--- config.mk ---
export PLATFORM = sky130hd
export DESIGN_NAME = primitive_assembly
export DESIGN_NICKNAME = d
export VERILOG_FILES = /design/src/hdl/pa_pkg.sv /design/src/hdl/pa_fifo.sv /design/src/hdl/pa_front.sv /design/src/hdl/pa_back.sv /design/src/hdl/primitive_assembly.sv
export SDC_FILE = /design/constraint.sdc
export NUM_CORES = 1
export LEC_CHECK = 0
export ABC_CLOCK_PERIOD_IN_PS = 10400
export BUFFER_PORTS_ARGS = -buffer_cell sky130_fd_sc_hd__buf_4
export CELL_PAD_IN_SITES_DETAIL_PLACEMENT = 0
export CELL_PAD_IN_SITES_GLOBAL_PLACEMENT = 2
export CORE_ASPECT_RATIO = 1.25
export CORE_MARGIN = 8
export CORE_UTILIZATION = 42
export CTS_BUF_LIST = sky130_fd_sc_hd__clkbuf_8
export DETAILED_ROUTE_END_ITERATION = 16
export PLACE_DENSITY = 0.78
export RECOVER_POWER = 100
export SYNTH_ARGS = -nofsm -noshare
export SYNTH_HDL_FRONTEND = slang
export SYNTH_SLANG_ARGS = --single-unit
export TNS_END_PERCENT = 1
--- constraint.sdc ---
create_clock -name i_clk -period 10.4 [get_ports i_clk]
set_input_delay 0.52 -clock i_clk [delete_from_list [all_inputs] [get_ports i_clk]]
set_output_delay 0.52 -clock i_clk [all_outputs]
set_load 0.05 [all_outputs]
--- src/hdl/pa_pkg.sv ---
// Types and constants shared by the primitive assembly modules.
package pa_pkg;

    localparam int VERTEX_BITS_DEF = 16;
    localparam int QUEUE_DEPTH_DEF = 2;

    typedef enum logic [3:0] {
        OP_POINTS     = 4'd0,
        OP_LINE_STRIP = 4'd1,
        OP_LINES      = 4'd2,
        OP_POLYGON    = 4'd3,
        OP_STRIP      = 4'd4,
        OP_FAN        = 4'd5,
        OP_TRIANGLES  = 4'd6,
        OP_STRIP_CONT = 4'd7,
        OP_FAN_CONT   = 4'd8
    } t_op;

    typedef enum logic [2:0] {
        M_POINT,
        M_LINE_STRIP,
        M_LINES,
        M_TRIS,
        M_STRIP,
        M_FAN
    } t_mode;

    typedef enum logic [1:0] {
        KIND_POINT = 2'd0,
        KIND_LINE  = 2'd1,
        KIND_TRI   = 2'd2
    } t_kind;

    typedef struct packed {
        t_mode mode;
        logic  first;
        logic  new_strip;
        logic  new_fan;
    } t_cmd;

    localparam int CMD_BITS = $bits(t_cmd);

endpackage

--- src/hdl/pa_fifo.sv ---
// Small register queue with push/full and pop/empty handshakes.
module pa_fifo #(
    parameter int WIDTH = 8,
    parameter int DEPTH = pa_pkg::QUEUE_DEPTH_DEF
) (
    input  logic             i_clk,
    input  logic             i_rst_n,
    input  logic             i_push,
    input  logic [WIDTH-1:0] i_data,
    output logic             o_full,
    input  logic             i_pop,
    output logic             o_empty,
    output logic [WIDTH-1:0] o_data
);
    localparam int PTR_BITS = (DEPTH > 1) ? $clog2(DEPTH) : 1;
    localparam int CNT_BITS = $clog2(DEPTH + 1);

    logic [WIDTH-1:0]    r_mem [DEPTH];
    logic [PTR_BITS-1:0] r_wr, n_wr;
    logic [PTR_BITS-1:0] r_rd, n_rd;
    logic [CNT_BITS-1:0] r_count, n_count;
    logic                do_push, do_pop;

    assign o_full  = (r_count == CNT_BITS'(DEPTH));
    assign o_empty = (r_count == '0);
    assign o_data  = r_mem[r_rd];
    assign do_push = i_push && !o_full;
    assign do_pop  = i_pop && !o_empty;

    always_comb begin
        n_wr    = r_wr;
        n_rd    = r_rd;
        n_count = r_count;
        if (do_push) begin
            n_wr = (r_wr == PTR_BITS'(DEPTH - 1)) ? '0 : r_wr + 1'b1;
        end
        if (do_pop) begin
            n_rd = (r_rd == PTR_BITS'(DEPTH - 1)) ? '0 : r_rd + 1'b1;
        end
        if (do_push && !do_pop) begin
            n_count = r_count + 1'b1;
        end else if (do_pop && !do_push) begin
            n_count = r_count - 1'b1;
        end
    end

    always_ff @(posedge i_clk) begin
        if (!i_rst_n) begin
            r_wr    <= '0;
            r_rd    <= '0;
            r_count <= '0;
        end else begin
            r_wr    <= n_wr;
            r_rd    <= n_rd;
            r_count <= n_count;
        end
    end

    always_ff @(posedge i_clk) begin
        if (do_push) begin
            r_mem[r_wr] <= i_data;
        end
    end

endmodule

--- src/hdl/pa_front.sv ---
// Front end: takes vertex requests, decodes the mode and queues commands.
module pa_front #(
    parameter int VERTEX_BITS = pa_pkg::VERTEX_BITS_DEF,
    parameter int QUEUE_DEPTH = pa_pkg::QUEUE_DEPTH_DEF
) (
    input  logic                   i_clk,
    input  logic                   i_rst_n,
    input  logic                   i_push,
    output logic                   o_full,
    input  logic [3:0]             i_op,
    input  logic                   i_first,
    input  logic [VERTEX_BITS-1:0] i_vertex,
    output logic                   o_cmd_valid,
    output pa_pkg::t_cmd           o_cmd,
    output logic [VERTEX_BITS-1:0] o_cmd_vertex,
    input  logic                   i_cmd_pop
);
    localparam int QW = pa_pkg::CMD_BITS + VERTEX_BITS;

    pa_pkg::t_cmd  cmd;
    logic          keep;
    logic [QW-1:0] q_data;
    logic          q_empty;

    // Ignored modes are accepted and dropped here; they never reach the back end.
    always_comb begin
        keep          = 1'b1;
        cmd.mode      = pa_pkg::M_POINT;
        cmd.first     = i_first;
        cmd.new_strip = 1'b0;
        cmd.new_fan   = 1'b0;
        case (pa_pkg::t_op'(i_op))
            pa_pkg::OP_POINTS: begin
                cmd.mode = pa_pkg::M_POINT;
            end
            pa_pkg::OP_LINE_STRIP: begin
                cmd.mode = pa_pkg::M_LINE_STRIP;
            end
            pa_pkg::OP_LINES: begin
                cmd.mode = pa_pkg::M_LINES;
            end
            pa_pkg::OP_TRIANGLES: begin
                cmd.mode = pa_pkg::M_TRIS;
            end
            pa_pkg::OP_STRIP: begin
                cmd.mode      = pa_pkg::M_STRIP;
                cmd.new_strip = i_first;
            end
            pa_pkg::OP_STRIP_CONT: begin
                cmd.mode = pa_pkg::M_STRIP;
            end
            pa_pkg::OP_POLYGON, pa_pkg::OP_FAN: begin
                cmd.mode    = pa_pkg::M_FAN;
                cmd.new_fan = i_first;
            end
            pa_pkg::OP_FAN_CONT: begin
                cmd.mode = pa_pkg::M_FAN;
            end
            default: begin
                keep = 1'b0;
            end
        endcase
    end

    pa_fifo #(
        .WIDTH (QW),
        .DEPTH (QUEUE_DEPTH)
    ) u_cmd_q (
        .i_clk   (i_clk),
        .i_rst_n (i_rst_n),
        .i_push  (i_push && keep),
        .i_data  ({cmd, i_vertex}),
        .o_full  (o_full),
        .i_pop   (i_cmd_pop),
        .o_empty (q_empty),
        .o_data  (q_data)
    );

    assign o_cmd_valid  = !q_empty;
    assign o_cmd        = pa_pkg::t_cmd'(q_data[QW-1 -: pa_pkg::CMD_BITS]);
    assign o_cmd_vertex = q_data[VERTEX_BITS-1:0];

endmodule

--- src/hdl/pa_back.sv ---
// Back end: holds the strip, fan and list state and emits primitives.
module pa_back #(
    parameter int VERTEX_BITS = pa_pkg::VERTEX_BITS_DEF,
    parameter int QUEUE_DEPTH = pa_pkg::QUEUE_DEPTH_DEF
) (
    input  logic                   i_clk,
    input  logic                   i_rst_n,
    input  logic                   i_cmd_valid,
    input  pa_pkg::t_cmd           i_cmd,
    input  logic [VERTEX_BITS-1:0] i_cmd_vertex,
    output logic                   o_cmd_pop,
    output logic                   o_empty,
    input  logic                   i_pop,
    output logic [1:0]             o_kind,
    output logic [VERTEX_BITS-1:0] o_v0,
    output logic [VERTEX_BITS-1:0] o_v1,
    output logic [VERTEX_BITS-1:0] o_v2
);
    localparam int RW = 2 + 3 * VERTEX_BITS;

    logic [1:0]             r_pos, n_pos;
    logic [VERTEX_BITS-1:0] r_held_first, n_held_first;
    logic [VERTEX_BITS-1:0] r_held_second, n_held_second;
    logic [VERTEX_BITS-1:0] r_strip_older, n_strip_older;
    logic [VERTEX_BITS-1:0] r_strip_newer, n_strip_newer;
    logic [1:0]             r_strip_count, n_strip_count;
    logic                   r_strip_rev, n_strip_rev;
    logic [VERTEX_BITS-1:0] r_fan_pivot, n_fan_pivot;
    logic [VERTEX_BITS-1:0] r_fan_last, n_fan_last;
    logic [1:0]             r_fan_count, n_fan_count;

    logic                   out_full;
    logic                   take;
    logic                   emit;
    pa_pkg::t_kind          kind;
    logic [VERTEX_BITS-1:0] e0, e1, e2;
    logic [VERTEX_BITS-1:0] v;
    logic [1:0]             pos, scnt, fcnt;
    logic                   srev;
    logic [RW-1:0]          r_data;

    assign take      = i_cmd_valid && !out_full;
    assign o_cmd_pop = take;
    assign v         = i_cmd_vertex;

    always_comb begin
        n_pos         = r_pos;
        n_held_first  = r_held_first;
        n_held_second = r_held_second;
        n_strip_older = r_strip_older;
        n_strip_newer = r_strip_newer;
        n_strip_count = r_strip_count;
        n_strip_rev   = r_strip_rev;
        n_fan_pivot   = r_fan_pivot;
        n_fan_last    = r_fan_last;
        n_fan_count   = r_fan_count;
        emit          = 1'b0;
        kind          = pa_pkg::KIND_POINT;
        e0            = v;
        e1            = '0;
        e2            = '0;
        pos           = i_cmd.first ? 2'd0 : r_pos;
        scnt          = i_cmd.new_strip ? 2'd0 : r_strip_count;
        srev          = i_cmd.new_strip ? 1'b0 : r_strip_rev;
        fcnt          = i_cmd.new_fan ? 2'd0 : r_fan_count;
        n_pos         = pos;
        case (i_cmd.mode)
            pa_pkg::M_POINT: begin
                emit = 1'b1;
            end
            pa_pkg::M_LINE_STRIP: begin
                n_held_first = v;
                n_pos        = 2'd1;
                if (pos != 2'd0) begin
                    emit = 1'b1;
                    kind = pa_pkg::KIND_LINE;
                    e0   = r_held_first;
                    e1   = v;
                end
            end
            pa_pkg::M_LINES: begin
                if (pos == 2'd0) begin
                    n_held_first = v;
                    n_pos        = 2'd1;
                end else begin
                    n_pos = 2'd0;
                    emit  = 1'b1;
                    kind  = pa_pkg::KIND_LINE;
                    e0    = r_held_first;
                    e1    = v;
                end
            end
            pa_pkg::M_TRIS: begin
                if (pos == 2'd0) begin
                    n_held_first = v;
                    n_pos        = 2'd1;
                end else if (pos == 2'd1) begin
                    n_held_second = v;
                    n_pos         = 2'd2;
                end else begin
                    n_pos = 2'd0;
                    emit  = 1'b1;
                    kind  = pa_pkg::KIND_TRI;
                    e0    = r_held_first;
                    e1    = r_held_second;
                    e2    = v;
                end
            end
            pa_pkg::M_STRIP: begin
                n_strip_rev = srev;
                if (scnt == 2'd0) begin
                    n_strip_older = v;
                    n_strip_count = 2'd1;
                end else if (scnt == 2'd1) begin
                    n_strip_newer = v;
                    n_strip_count = 2'd2;
                end else begin
                    // Every other triangle swaps its first two vertices to keep winding.
                    n_strip_count = scnt;
                    n_strip_older = r_strip_newer;
                    n_strip_newer = v;
                    n_strip_rev   = !srev;
                    emit          = 1'b1;
                    kind          = pa_pkg::KIND_TRI;
                    e0            = srev ? r_strip_newer : r_strip_older;
                    e1            = srev ? r_strip_older : r_strip_newer;
                    e2            = v;
                end
            end
            pa_pkg::M_FAN: begin
                if (fcnt == 2'd0) begin
                    n_fan_pivot = v;
                    n_fan_count = 2'd1;
                end else if (fcnt == 2'd1) begin
                    n_fan_last  = v;
                    n_fan_count = 2'd2;
                end else begin
                    n_fan_count = fcnt;
                    n_fan_last  = v;
                    emit        = 1'b1;
                    kind        = pa_pkg::KIND_TRI;
                    e0          = r_fan_pivot;
                    e1          = r_fan_last;
                    e2          = v;
                end
            end
            default: begin
                n_pos = r_pos;
            end
        endcase
    end

    always_ff @(posedge i_clk) begin
        if (!i_rst_n) begin
            r_pos         <= '0;
            r_held_first  <= '0;
            r_held_second <= '0;
            r_strip_older <= '0;
            r_strip_newer <= '0;
            r_strip_count <= '0;
            r_strip_rev   <= 1'b0;
            r_fan_pivot   <= '0;
            r_fan_last    <= '0;
            r_fan_count   <= '0;
        end else if (take) begin
            r_pos         <= n_pos;
            r_held_first  <= n_held_first;
            r_held_second <= n_held_second;
            r_strip_older <= n_strip_older;
            r_strip_newer <= n_strip_newer;
            r_strip_count <= n_strip_count;
            r_strip_rev   <= n_strip_rev;
            r_fan_pivot   <= n_fan_pivot;
            r_fan_last    <= n_fan_last;
            r_fan_count   <= n_fan_count;
        end
    end

    pa_fifo #(
        .WIDTH (RW),
        .DEPTH (QUEUE_DEPTH)
    ) u_res_q (
        .i_clk   (i_clk),
        .i_rst_n (i_rst_n),
        .i_push  (take && emit),
        .i_data  ({kind, e0, e1, e2}),
        .o_full  (out_full),
        .i_pop   (i_pop),
        .o_empty (o_empty),
        .o_data  (r_data)
    );

    assign o_kind = r_data[RW-1 -: 2];
    assign o_v0   = r_data[3*VERTEX_BITS-1 -: VERTEX_BITS];
    assign o_v1   = r_data[2*VERTEX_BITS-1 -: VERTEX_BITS];
    assign o_v2   = r_data[VERTEX_BITS-1:0];

endmodule

--- src/hdl/primitive_assembly.sv ---
// Top level of the primitive assembly block.
//
// Vertex requests enter through a push/full queue, one per cycle while full is low,
// and assembled points, lines and triangles leave through an empty/pop queue. The
// block sustains one vertex per clock while the result queue is not full: the back
// end updates its list, strip and fan registers for one command each such cycle.
// A primitive reaches the result ports through the command queue and then the result
// queue once its last vertex is accepted. Each queue holds QUEUE_DEPTH entries and
// takes no new entry while it is full, even in a cycle where it is popped. While the
// result queue is full the back end stops, also for vertices that emit nothing, and
// full rises once QUEUE_DEPTH requests wait. Vertices with an unknown mode are
// accepted and dropped. Unused vertex fields of points and lines read as zero.
module primitive_assembly #(
    parameter int VERTEX_BITS = pa_pkg::VERTEX_BITS_DEF,
    parameter int QUEUE_DEPTH = pa_pkg::QUEUE_DEPTH_DEF
) (
    input  logic                   i_clk,
    input  logic                   i_rst_n,
    input  logic                   push,
    output logic                   full,
    input  logic [3:0]             i_op,
    input  logic                   i_first,
    input  logic [VERTEX_BITS-1:0] i_vertex,
    output logic                   empty,
    input  logic                   pop,
    output logic [1:0]             o_kind,
    output logic [VERTEX_BITS-1:0] o_v0,
    output logic [VERTEX_BITS-1:0] o_v1,
    output logic [VERTEX_BITS-1:0] o_v2
);
    logic                   cmd_valid;
    logic                   cmd_pop;
    pa_pkg::t_cmd           cmd;
    logic [VERTEX_BITS-1:0] cmd_vertex;

    pa_front #(
        .VERTEX_BITS (VERTEX_BITS),
        .QUEUE_DEPTH (QUEUE_DEPTH)
    ) u_front (
        .i_clk        (i_clk),
        .i_rst_n      (i_rst_n),
        .i_push       (push),
        .o_full       (full),
        .i_op         (i_op),
        .i_first      (i_first),
        .i_vertex     (i_vertex),
        .o_cmd_valid  (cmd_valid),
        .o_cmd        (cmd),
        .o_cmd_vertex (cmd_vertex),
        .i_cmd_pop    (cmd_pop)
    );

    pa_back #(
        .VERTEX_BITS (VERTEX_BITS),
        .QUEUE_DEPTH (QUEUE_DEPTH)
    ) u_back (
        .i_clk        (i_clk),
        .i_rst_n      (i_rst_n),
        .i_cmd_valid  (cmd_valid),
        .i_cmd        (cmd),
        .i_cmd_vertex (cmd_vertex),
        .o_cmd_pop    (cmd_pop),
        .o_empty      (empty),
        .i_pop        (pop),
        .o_kind       (o_kind),
        .o_v0         (o_v0),
        .o_v1         (o_v1),
        .o_v2         (o_v2)
    );

endmodule

==> results.sh, run 1 <==
export IMPL_max_cap_violations=10
export IMPL_synth_most_common_cell="nand2_1"
export IMPL_async_reset_ff_share_pct=0
export IMPL_rows=69
export IMPL_drtPass1Iterations=5
export IMPL_clock_sinks=257
export IMPL_ys_warn_count=0
export IMPL_vias=8166
export IMPL_clkTransAtPathRegs_ns=0.06
export IMPL_drt_initial_drc_count=543
export IMPL_yosysSeqAreaShare_pct=54.4
export IMPL_critical_path_class="register to register"
export IMPL_grt_overflow=0
export IMPL_hpwl_um=19500
export IMPL_drive_above_1_share_pct=18.4
export IMPL_cts_tree="built"
export IMPL_grt_pass1_vias=8274
export IMPL_cp_start_kind="register"
export IMPL_port_buffers=76
export IMPL_h_tree_depth=2
export IMPL_finalCritPeriodShare_pct=66.0
export IMPL_hp_class="input port to register"
export IMPL_synth_main_ff_cell="edfxtp_1"
export IMPL_final_setup_tns_ns=0
export IMPL_tightest_slew_ns=3.29
export IMPL_rsz0062_at_grt="no"
export IMPL_status="finished, violations left"
export IMPL_final_seq_area_sq_um=6590
export IMPL_hold_ws_ns=0.172
export IMPL_synth_edf_count=144
export IMPL_fin_util_pct=47.2
export IMPL_violations="max-capacitance violations, max-slew violations"
export IMPL_io_pins=77
export IMPL_die_w_um=168
export IMPL_place_gp_congestion=0.770
export IMPL_grtUsageTotal_pct=17.1
export IMPL_whs_path_depth=1
export IMPL_syn_to_final_growth_pct=10.6
export IMPL_yosys_area_top_type="edfxtp_1"
export IMPL_synth_cell_types=71
export IMPL_cts_root_buf="clkbuf_8"
export IMPL_synth_top_area_share_pct=35.7
export IMPL_cts_setup_buffers=0
export IMPL_grt_pass1_wl_um=47100
export IMPL_cts_made_buffers=41
export IMPL_powerDensity_nw_per_um2=231
export IMPL_syn_area_sq_um=12100
export IMPL_critPathMaxFanout=46
export IMPL_clk_latency_ns=0.56
export IMPL_dp_slack_ns=6.50
export IMPL_fin_area_sq_um=13400
export IMPL_clock_path_buffers=3
export IMPL_critical_path_endpoint_type="register"
export IMPL_setup_violations=0
export IMPL_min_period_ns=6.86
export IMPL_drt_wl_total_um=29900
export IMPL_ir_worst_vdd_mv=0.117
export IMPL_postSynthAreaPerCell_sq_um=11.9
export IMPL_grt_max_degree=72
export IMPL_p_leak_nw=5.72
export IMPL_detail_route_antenna_nets=0
export IMPL_drv_slew=323
export IMPL_via_per_inst=5.60
export IMPL_finalHoldViolations=0
export IMPL_place_area_sq_um=12900
export IMPL_dieArea_sq_um=34600
export IMPL_synthTopCellsByArea="edfxtp_1, dfxtp_1, o211a_1, mux2_2, nand2_1"
export IMPL_synthCells=1015
export IMPL_insertedDiodeCount=0
export IMPL_start_util_pct=42.7
export IMPL_ys_ff_latch=257
export IMPL_nets=1102
export IMPL_cts_hold_buf=0
export IMPL_core_area_sq_um=28400
export IMPL_fill_cells=2597
export IMPL_ff2ff_path_depth=5
export IMPL_worstPathArrival_ns=7.20
export IMPL_setup_ws_ns=3.54
export IMPL_maxSlewHeadroom_pct=-119
export IMPL_multi_input_area_sq_um=5040
export IMPL_fmaxAchievable_mhz=146
export IMPL_routedWlPerCell_um=20.5
export IMPL_ys_top_cells_by_count="nand2_1, edfxtp_1, dfxtp_1"
export IMPL_die_h_um=206
export IMPL_grt_antenna_before_repair=0
export IMPL_drc=0
export IMPL_cts_resized=0
export IMPL_synthesis_nets=1048
export IMPL_required_ns=10.74
export IMPL_fin_worst_skew_ns=0.0296
==> flip-flops by register name, indices dropped and copies added, names as in the netlist, 16 cells and up, named ones only <==
register / count
u_back.r_held_second: 16
u_back.u_res_q.r_mem: 100
u_back.r_held_first: 16
u_front.u_cmd_q.r_mem: 44
u_back.r_strip_newer: 16
u_back.r_fan_last: 16
u_back.r_fan_pivot: 16
u_back.r_strip_older: 16
==> cell families (layout without fill, tap and decap cells) <==
group	Yosys count	after routing	share of synthesized area [%]
adder cells (fa/ha/maj)	8	8	0.826
AO/OA/AOI/OAI	236	236	17.0
buffers and inverters	90	177	3.69
flip-flops	257	257	54.4
multiplexers	122	122	12.0
AND/OR/NAND/NOR	293	293	11.4
XOR/XNOR	9	9	0.650
==> final timing paths <==
| check | from | to | slack [ns] |
|---|---|---|---|
| max | register | u_back.u_res_q.r_mem[1][30] | 3.54 |
| min | i_vertex[13] | u_front.u_cmd_q.r_mem[1][13] | 0.17 |
| max reg2reg | register | u_back.u_res_q.r_mem[1][30] | 3.54 |
| min reg2reg | u_back.r_strip_older[8] | u_back.r_strip_older[8] | 0.47 |
==> metrics by stage <==
stage / total power, W / std cells
floorplan: 0.00206 / 1015
global placement: 0.00234 / 1381
detailed placement: 0.00235 / 1381
CTS: 0.00318 / 1457
global route: 0.00325 / 1457
finish: 0.00309 / 1457
==> final cells by class <==
type / instances / share of cell area (%)
well taps: 355 / 3.31
clock buffers: 44 / 4.52
flip-flops and latches: 257 / 49.2
inverters: 9 / 0.252
clock inverters: 32 / 1.25
repair buffers: 92 / 3.92
multi-input cells: 668 / 37.6
==> layer usage <==
layer  routed length (um)  global-route usage (%)
met4                  717                    5.75
met2                13900                    28.8
met3                 1530                    3.13
met5                    0                       0
met1                13700                    22.0
==> report_power, final <==
| part | switching (W) | internal (W) | total, W |
|---|---|---|---|
| Clock | 0.000405 | 0.000419 | 0.000825 |
| Combinational | 0.000671 | 0.000324 | 0.000995 |
| Sequential | 0.0000632 | 0.00121 | 0.00127 |
==> layout by cell type, fill, tap and decap left out, drive strengths merged, types with 3 or more instances in the layout <==
cell     instances
a211oi           3
a21boi          18
a21oi            9
a222oi          18
a2bb2oi         13
a311o           13
and2             8
buf             32
clkbuf         104
clkinv          17
dfxtp          113
edfxtp         144
ha               8
inv             22
mux2            86
mux2i           36
nand2          168
nand2b           3
nand3           16
nand4           14
nor2            52
nor2b            6
nor3            12
o211a           85
o211ai          29
o21ai           24
o221a            3
or3              4
xnor2            5
xor2             4
==> worst max-delay path, cell delays in order, from the launching register on <==
cell,delay [ns]
dfxtp_2,0.31
clkbuf_1,2.08
mux2_1,0.63
a211oi_1,2.27
nand2_2,0.82
o21ai_0,0.51
(Power assumes the default switching activity.)
==> run 2, diff against run 1 <==
Settings changed: ABC_AREA set to 1, ABC_CLOCK_PERIOD_IN_PS 10400 to 5600, CORE_UTILIZATION 42 to 36, PLACE_DENSITY 0.78 to 0.75.
Clock period 10.4 ns to 5.6 ns, I/O delays scaled along.
==> run 2 against run 1 <==
The flow still finishes with violations (max-capacitance violations, max-slew violations). Non-clock buffer count grew 10. Register-to-register slack lost 2.2 ns. Power increased by 110%. Via count increased by 11%. Wire length grew 18%. Synthesized area is 1.3% lower. Die area rose by 14%. Cell area grew 1.4%. Core utilization decreased by 5.6 points. Maximum frequency up 61%. Worst setup slack lost 2.2 ns. Highest routed layer unchanged.
==> results.sh, run 2 <==
export IMPL_grt_pass1_vias=9219
export IMPL_synthCells=1249
export IMPL_regMostFlops="u_back.u_res_q.r_mem"
export IMPL_synth_top_area_share_pct=36.2
export IMPL_cts_setup_buffers=0
export IMPL_drt_wl_total_um=35400
export IMPL_internal_power_w=0.00382
export IMPL_drtPass1Iterations=5
export IMPL_critPathMaxFanout=22
export IMPL_insertedDiodeCount=0
export IMPL_hp_class="input port to register"
export IMPL_place_gp_congestion=0.811
export IMPL_powerDensity_nw_per_um2=479
export IMPL_h_tree_depth=2
export IMPL_dieArea_sq_um=39300
export IMPL_vias=9075
export IMPL_min_period_ns=4.25
export IMPL_grt_max_degree=86
export IMPL_via_per_inst=5.10
export IMPL_violations="max-capacitance violations, max-slew violations"
export IMPL_fill_cells=3341
export IMPL_fmaxAchievable_mhz=235
export IMPL_start_util_pct=36.6
export IMPL_critical_path_endpoint_type="register"
export IMPL_rsz0062_at_grt="no"
export IMPL_cp_start_kind="register"
export IMPL_core_area_sq_um=32700
export IMPL_hpwl_um=23400
export IMPL_p_sw_share_pct=41.4
export IMPL_critical_path_class="register to register"
export IMPL_p_leak_nw=4.87
export IMPL_cts_resized=0
export IMPL_synth_cell_types=46
export IMPL_ys_warn_count=0
export IMPL_postSynthAreaPerCell_sq_um=9.57
export IMPL_ys_top_cells_by_count="nand2_1, o21ai_0, edfxtp_1"
export IMPL_grtUsageTotal_pct=18.2
export IMPL_synthesis_nets=1282
export IMPL_largest_register_ffs=100
export IMPL_worstPathArrival_ns=4.70
export IMPL_synth_most_common_cell="nand2_1"
export IMPL_cts_made_buffers=43
export IMPL_syn_area_sq_um=12000
export IMPL_finalCritPeriodShare_pct=76.0
export IMPL_tightest_slew_ns=3.86
export IMPL_synth_main_ff_cell="edfxtp_1"
export IMPL_syn_to_final_growth_pct=13.7
export IMPL_clk_latency_ns=0.58
export IMPL_required_ns=6.04
export IMPL_ir_worst_vdd_mv=0.255
export IMPL_layout_commonest_cell="nand2_1"
export IMPL_clock_sinks=257
export IMPL_drt_initial_drc_count=648
export IMPL_nets=1360
export IMPL_final_seq_area_sq_um=6590
export IMPL_cts_hold_buf=17
export IMPL_rows=74
export IMPL_yosys_area_top_type="edfxtp_1"
export IMPL_synthTopCellsByArea="edfxtp_1, dfxtp_1, o21ai_0, nand2_1, a21oi_1"
export IMPL_combPwrFrac_pct=38.4
export IMPL_maxSlewHeadroom_pct=-157
export IMPL_grt_pass1_wl_um=54400
export IMPL_final_cell_mix="nand2_1, o21ai_0, edfxtp_1, a21oi_1, inv_1"
export IMPL_fin_worst_skew_ns=0.0250
export IMPL_yosysSeqAreaShare_pct=55.1
export IMPL_pwr_share_clk_pct=24.3
export IMPL_fin_util_pct=41.6
export IMPL_port_buffers=76
export IMPL_clkTransAtPathRegs_ns=0.06
export IMPL_die_w_um=179
export IMPL_drive_above_1_share_pct=17.5
export IMPL_detail_route_antenna_nets=0
export IMPL_status="finished, violations left"
export IMPL_ys_ff_latch=257
export IMPL_cts_tree="built"
export IMPL_io_pins=77
export IMPL_final_setup_tns_ns=0
export IMPL_top_regs="u_back.u_res_q.r_mem (100), u_front.u_cmd_q.r_mem (44)"
export IMPL_drv_slew=218
export IMPL_finalHoldViolations=0
export IMPL_clock_path_buffers=3
export IMPL_seqPwrFrac_pct=37.3
export IMPL_setup_violations=0
export IMPL_routedWlPerCell_um=19.9
export IMPL_min_from="i_op[3]"
export IMPL_async_reset_ff_share_pct=0
export IMPL_multi_input_area_sq_um=4450
export IMPL_drc=0
export IMPL_cts_root_buf="clkbuf_8"
export IMPL_grt_antenna_before_repair=0
export IMPL_die_h_um=220
export IMPL_max_cap_violations=7
export IMPL_p_sw_w=0.00270
export IMPL_synth_edf_count=144
export IMPL_grt_overflow=0
run 2: cell count changes in the layout (fill, tap and decap cells not counted), sizes merged, moves of 24 or more:
cell    previous run  this run
o21ai             24       192
mux2i             36         0
nand2            168       197
buf               32        58
a21oi              9       128
clkbuf           104        74
nor2              52       109
mux2              86        50
nand3             16        40
inv               22       141
o211a             85         0
run 2: worst max-delay path: stages (launching register included):
cell and delay, ns:
dfxtp_1 0.68, nand2_1 0.11, nand2_1 0.14, o21ai_0 0.10, clkbuf_1 0.45, o21ai_0 1.61, inv_1 0.73, nor2_1 0.26
nor2_1 0.07
run 2: worst paths after layout:
kind,to,slack [ns],cells after the start
worst max-delay path,u_back.r_held_first[0],1.35,8
worst min-delay path,u_front.u_cmd_q.r_mem[0][20],0.06,2
worst max register to register,u_back.r_held_first[0],1.35,8
worst min register to register,u_back.r_held_second[5],0.44,2
run 2: per-layer routing:
metal | GRT usage, % | up-vias | routed length (um)
met5 | 0 | - | 0
met3 | 3.37 | 76 | 1700
li1 | - | 4479 | -
met4 | 8.80 | 0 | 1490
met2 | 30.1 | 238 | 17000
met1 | 22.4 | 4282 | 15200
run 2: layout make-up:
| type | instances | area share [%] |
|---|---|---|
| repair buffers | 102 | 5.61 |
| well taps | 418 | 3.85 |
| inverters | 119 | 3.34 |
| clock inverters | 33 | 1.22 |
| flip-flops and latches | 257 | 48.5 |
| clock buffers | 47 | 4.76 |
| multi-input cells | 804 | 32.8 |
run 2: per-stage QoR:
step	setup WS [ns]	power, W	hold WS, ns	instances	instance area, sq um
after global routing	1.02	0.00689	0.0364	1780	13600
after detailed placement	2.24	0.00501	0.437	1683	12700
after CTS	2.22	0.00662	0.0189	1780	13700
final	1.35	0.00652	0.0628	1780	13600
after global placement	2.31	0.00500	0.433	1683	12700
after floorplan	1.76	0.00424	0.379	1249	12000
run 2: power groups by stage:
stage               Sequential [W]  Clock, W  Combinational (W)
floorplan                  0.00243         0            0.00181
global placement           0.00246         0            0.00254
detailed placement         0.00247         0            0.00254
CTS                        0.00243   0.00164            0.00256
global route               0.00246   0.00172            0.00271
finish                     0.00243   0.00158            0.00250
run 2: kinds of logic after synthesis:
group / Yosys count / share of synthesized area (%)
adder cells (fa/ha/maj): 8 / 0.837
AO/OA/AOI/OAI: 378 / 17.6
multiplexers: 50 / 4.71
buffers and inverters: 188 / 7.43
flip-flops: 257 / 55.1
XOR/XNOR: 2 / 0.147
AND/OR/NAND/NOR: 366 / 14.2
==> run 3, diff against run 2 <==
Settings changed: ABC_CLOCK_PERIOD_IN_PS 5600 to 3400.
Clock period 5.6 ns to 3.4 ns, I/O delays scaled along.
==> run 3 against run 2 <==
Wire length is 1.8% higher. Largest power group is now sequential cells. First-iteration DRC count decreased by 22%. Highest routed layer unchanged. Cell area up 1.5%. Critical path depth up 2. Critical path type unchanged. The run now ends clean. Worst hold slack better by 0.0073 ns.
==> results.sh, run 3 (synthesis results as in run 2) <==
export IMPL_rows=74
export IMPL_core_area_sq_um=32700
export IMPL_grtUsageTotal_pct=18.4
export IMPL_critPathBufInv=2
export IMPL_drv_slew=0
export IMPL_grt_max_degree=65
export IMPL_rsz0062_at_grt="no"
export IMPL_cts_setup_buffers=0
export IMPL_critical_path_endpoint_type="register"
export IMPL_hp_class="input port to register"
export IMPL_fill_cells=3238
export IMPL_via_per_inst=5.12
export IMPL_fin_total_pwr_w=0.0109
export IMPL_p_leak_nw=4.93
export IMPL_max_cap_violations=0
export IMPL_grt_pass1_wl_um=54600
export IMPL_drtPass1Iterations=5
export IMPL_cp_start_kind="register"
export IMPL_start_util_pct=36.6
export IMPL_tightest_slew_ns=1.40
export IMPL_grt_pass1_vias=9240
export IMPL_cpPeakStageDelay_ns=0.65
export IMPL_worstPathCellList="inv_8, nand2_1, nand2_1, nand3_1, nor2_1, nor2_1, nand3_1, nand2_1, nor2_4, clkbuf_4"
export IMPL_setup_violations=0
export IMPL_worstPathArrival_ns=3.18
export IMPL_insertedDiodeCount=0
export IMPL_grt_overflow=0
export IMPL_h_tree_depth=2
export IMPL_final_cell_mix="nand2_1, o21ai_0, edfxtp_1, a21oi_1, inv_1"
export IMPL_place_gp_congestion=0.796
export IMPL_cts_root_buf="clkbuf_8"
export IMPL_fmaxAchievable_mhz=330
export IMPL_syn_to_final_growth_pct=15.4
export IMPL_nets=1387
export IMPL_clkTransAtPathRegs_ns=0.06
export IMPL_critical_path_class="register to register"
export IMPL_dieArea_sq_um=39300
export IMPL_drc=0
export IMPL_cts_made_buffers=44
export IMPL_grt_antenna_before_repair=0
export IMPL_path_common_cell="nand2_1"
export IMPL_fin_worst_skew_ns=0.0280
export IMPL_clock_path_buffers=3
export IMPL_cts_tree="built"
export IMPL_powerDensity_nw_per_um2=790
export IMPL_clock_sinks=257
export IMPL_min_period_ns=3.03
export IMPL_cp_slowest_cell="dfxtp_1"
export IMPL_vias=9249
export IMPL_largest_register_ffs=100
export IMPL_drt_initial_drc_count=504
export IMPL_regMostFlops="u_back.u_res_q.r_mem"
export IMPL_status="completed"
export IMPL_cts_resized=0
export IMPL_final_setup_tns_ns=0
export IMPL_top_regs="u_back.u_res_q.r_mem (100), u_front.u_cmd_q.r_mem (44)"
export IMPL_hpwl_um=23900
export IMPL_maxSlewHeadroom_pct=6.64
export IMPL_required_ns=3.55
export IMPL_crit_family="simple AND/OR/NAND/NOR gates"
export IMPL_routedWlPerCell_um=19.9
export IMPL_drt_wl_total_um=36000
export IMPL_io_pins=77
export IMPL_drive_above_1_share_pct=17.1
export IMPL_die_w_um=179
export IMPL_finalCritPeriodShare_pct=89.0
export IMPL_detail_route_antenna_nets=0
export IMPL_finalHoldViolations=0
export IMPL_die_h_um=220
export IMPL_layout_commonest_cell="nand2_1"
export IMPL_clk_latency_ns=0.58
export IMPL_port_buffers=76
export IMPL_ir_worst_vdd_mv=0.480
export IMPL_critPathMaxFanout=50
## run 3: cell types whose count changed in the layout (fill, tap and decap cells not counted), moves of 2 or more
cell / delta
buf_12: +2
bufinv_16: +3
clkbuf_1: +22
nand3_1: +2
dlygate4sd3_1: +6
nor2_2: +2
clkbuf_8: +3
buf_4: -25
mux2_2: -5
clkinv_1: +2
mux2_1: +5
nor2_1: -2
inv_1: -6
clkbuf_2: +19
## run 3: report_power, final
| part | leakage (nW) | internal [W] | switching, W |
|---|---|---|---|
| registers | 2.21 | 0.00381 | 0.000219 |
| clock network | 0.528 | 0.00165 | 0.00132 |
| logic | 2.20 | 0.00101 | 0.00289 |
## run 3: area by class of cell
cell class / count / area (sq um) / share of cell area (%)
timing repair buffer: 128 / 863 / 6.26
inverter: 119 / 454 / 3.29
clock buffer: 50 / 688 / 4.99
sequential: 257 / 6590 / 47.7
tap: 418 / 523 / 3.79
multi-input combinational: 804 / 4440 / 32.2
clock inverter: 31 / 236 / 1.71
## run 3: per-layer routing
layer	GRT usage [%]	wire length [um]	up-vias
met5	0	0	-
met2	31.5	17700	229
met3	3.10	1730	79
met4	8.61	1490	0
met1	22.1	15100	4400
li1	-	-	4541
## run 3: repair_timing
item                                    in CTS  in global routing
hold endpoints to repair                    59                  0
endpoints found under the setup margin       0                  0
hold buffers                                23                  0
## run 3: worst min-delay path: stages
cell     delay, ns
buf_4         0.08
nor2_1        0.05
nand2_1       0.06
nand3_1       0.09
## run 3: worst paths after layout
kind	depth (start not counted)	to	start	slack, ns
setup / recovery	10	u_back.u_res_q.r_mem[0][35]	register	0.37
hold / removal	4	u_front.u_cmd_q.r_mem[1][19]	i_op[2]	0.07
setup reg to reg	10	u_back.u_res_q.r_mem[0][35]	register	0.37
hold reg to reg	2	u_back.r_held_second[3]	u_back.r_held_second[3]	0.44
## run 3: stage by stage
step	cell area (sq um)	worst slack, ns	hold slack, ns	utilization (%)	std cells
global route	13800	0.0908	0.0820	42.2	1807
global placement	12900	0.553	0.356	39.5	1703
finish	13800	0.373	0.0701	42.2	1807
detailed placement	12900	0.471	0.359	39.5	1703
CTS	14100	0.453	0.0290	43.0	1807
floorplan	12000	0.393	0.269	-	1249
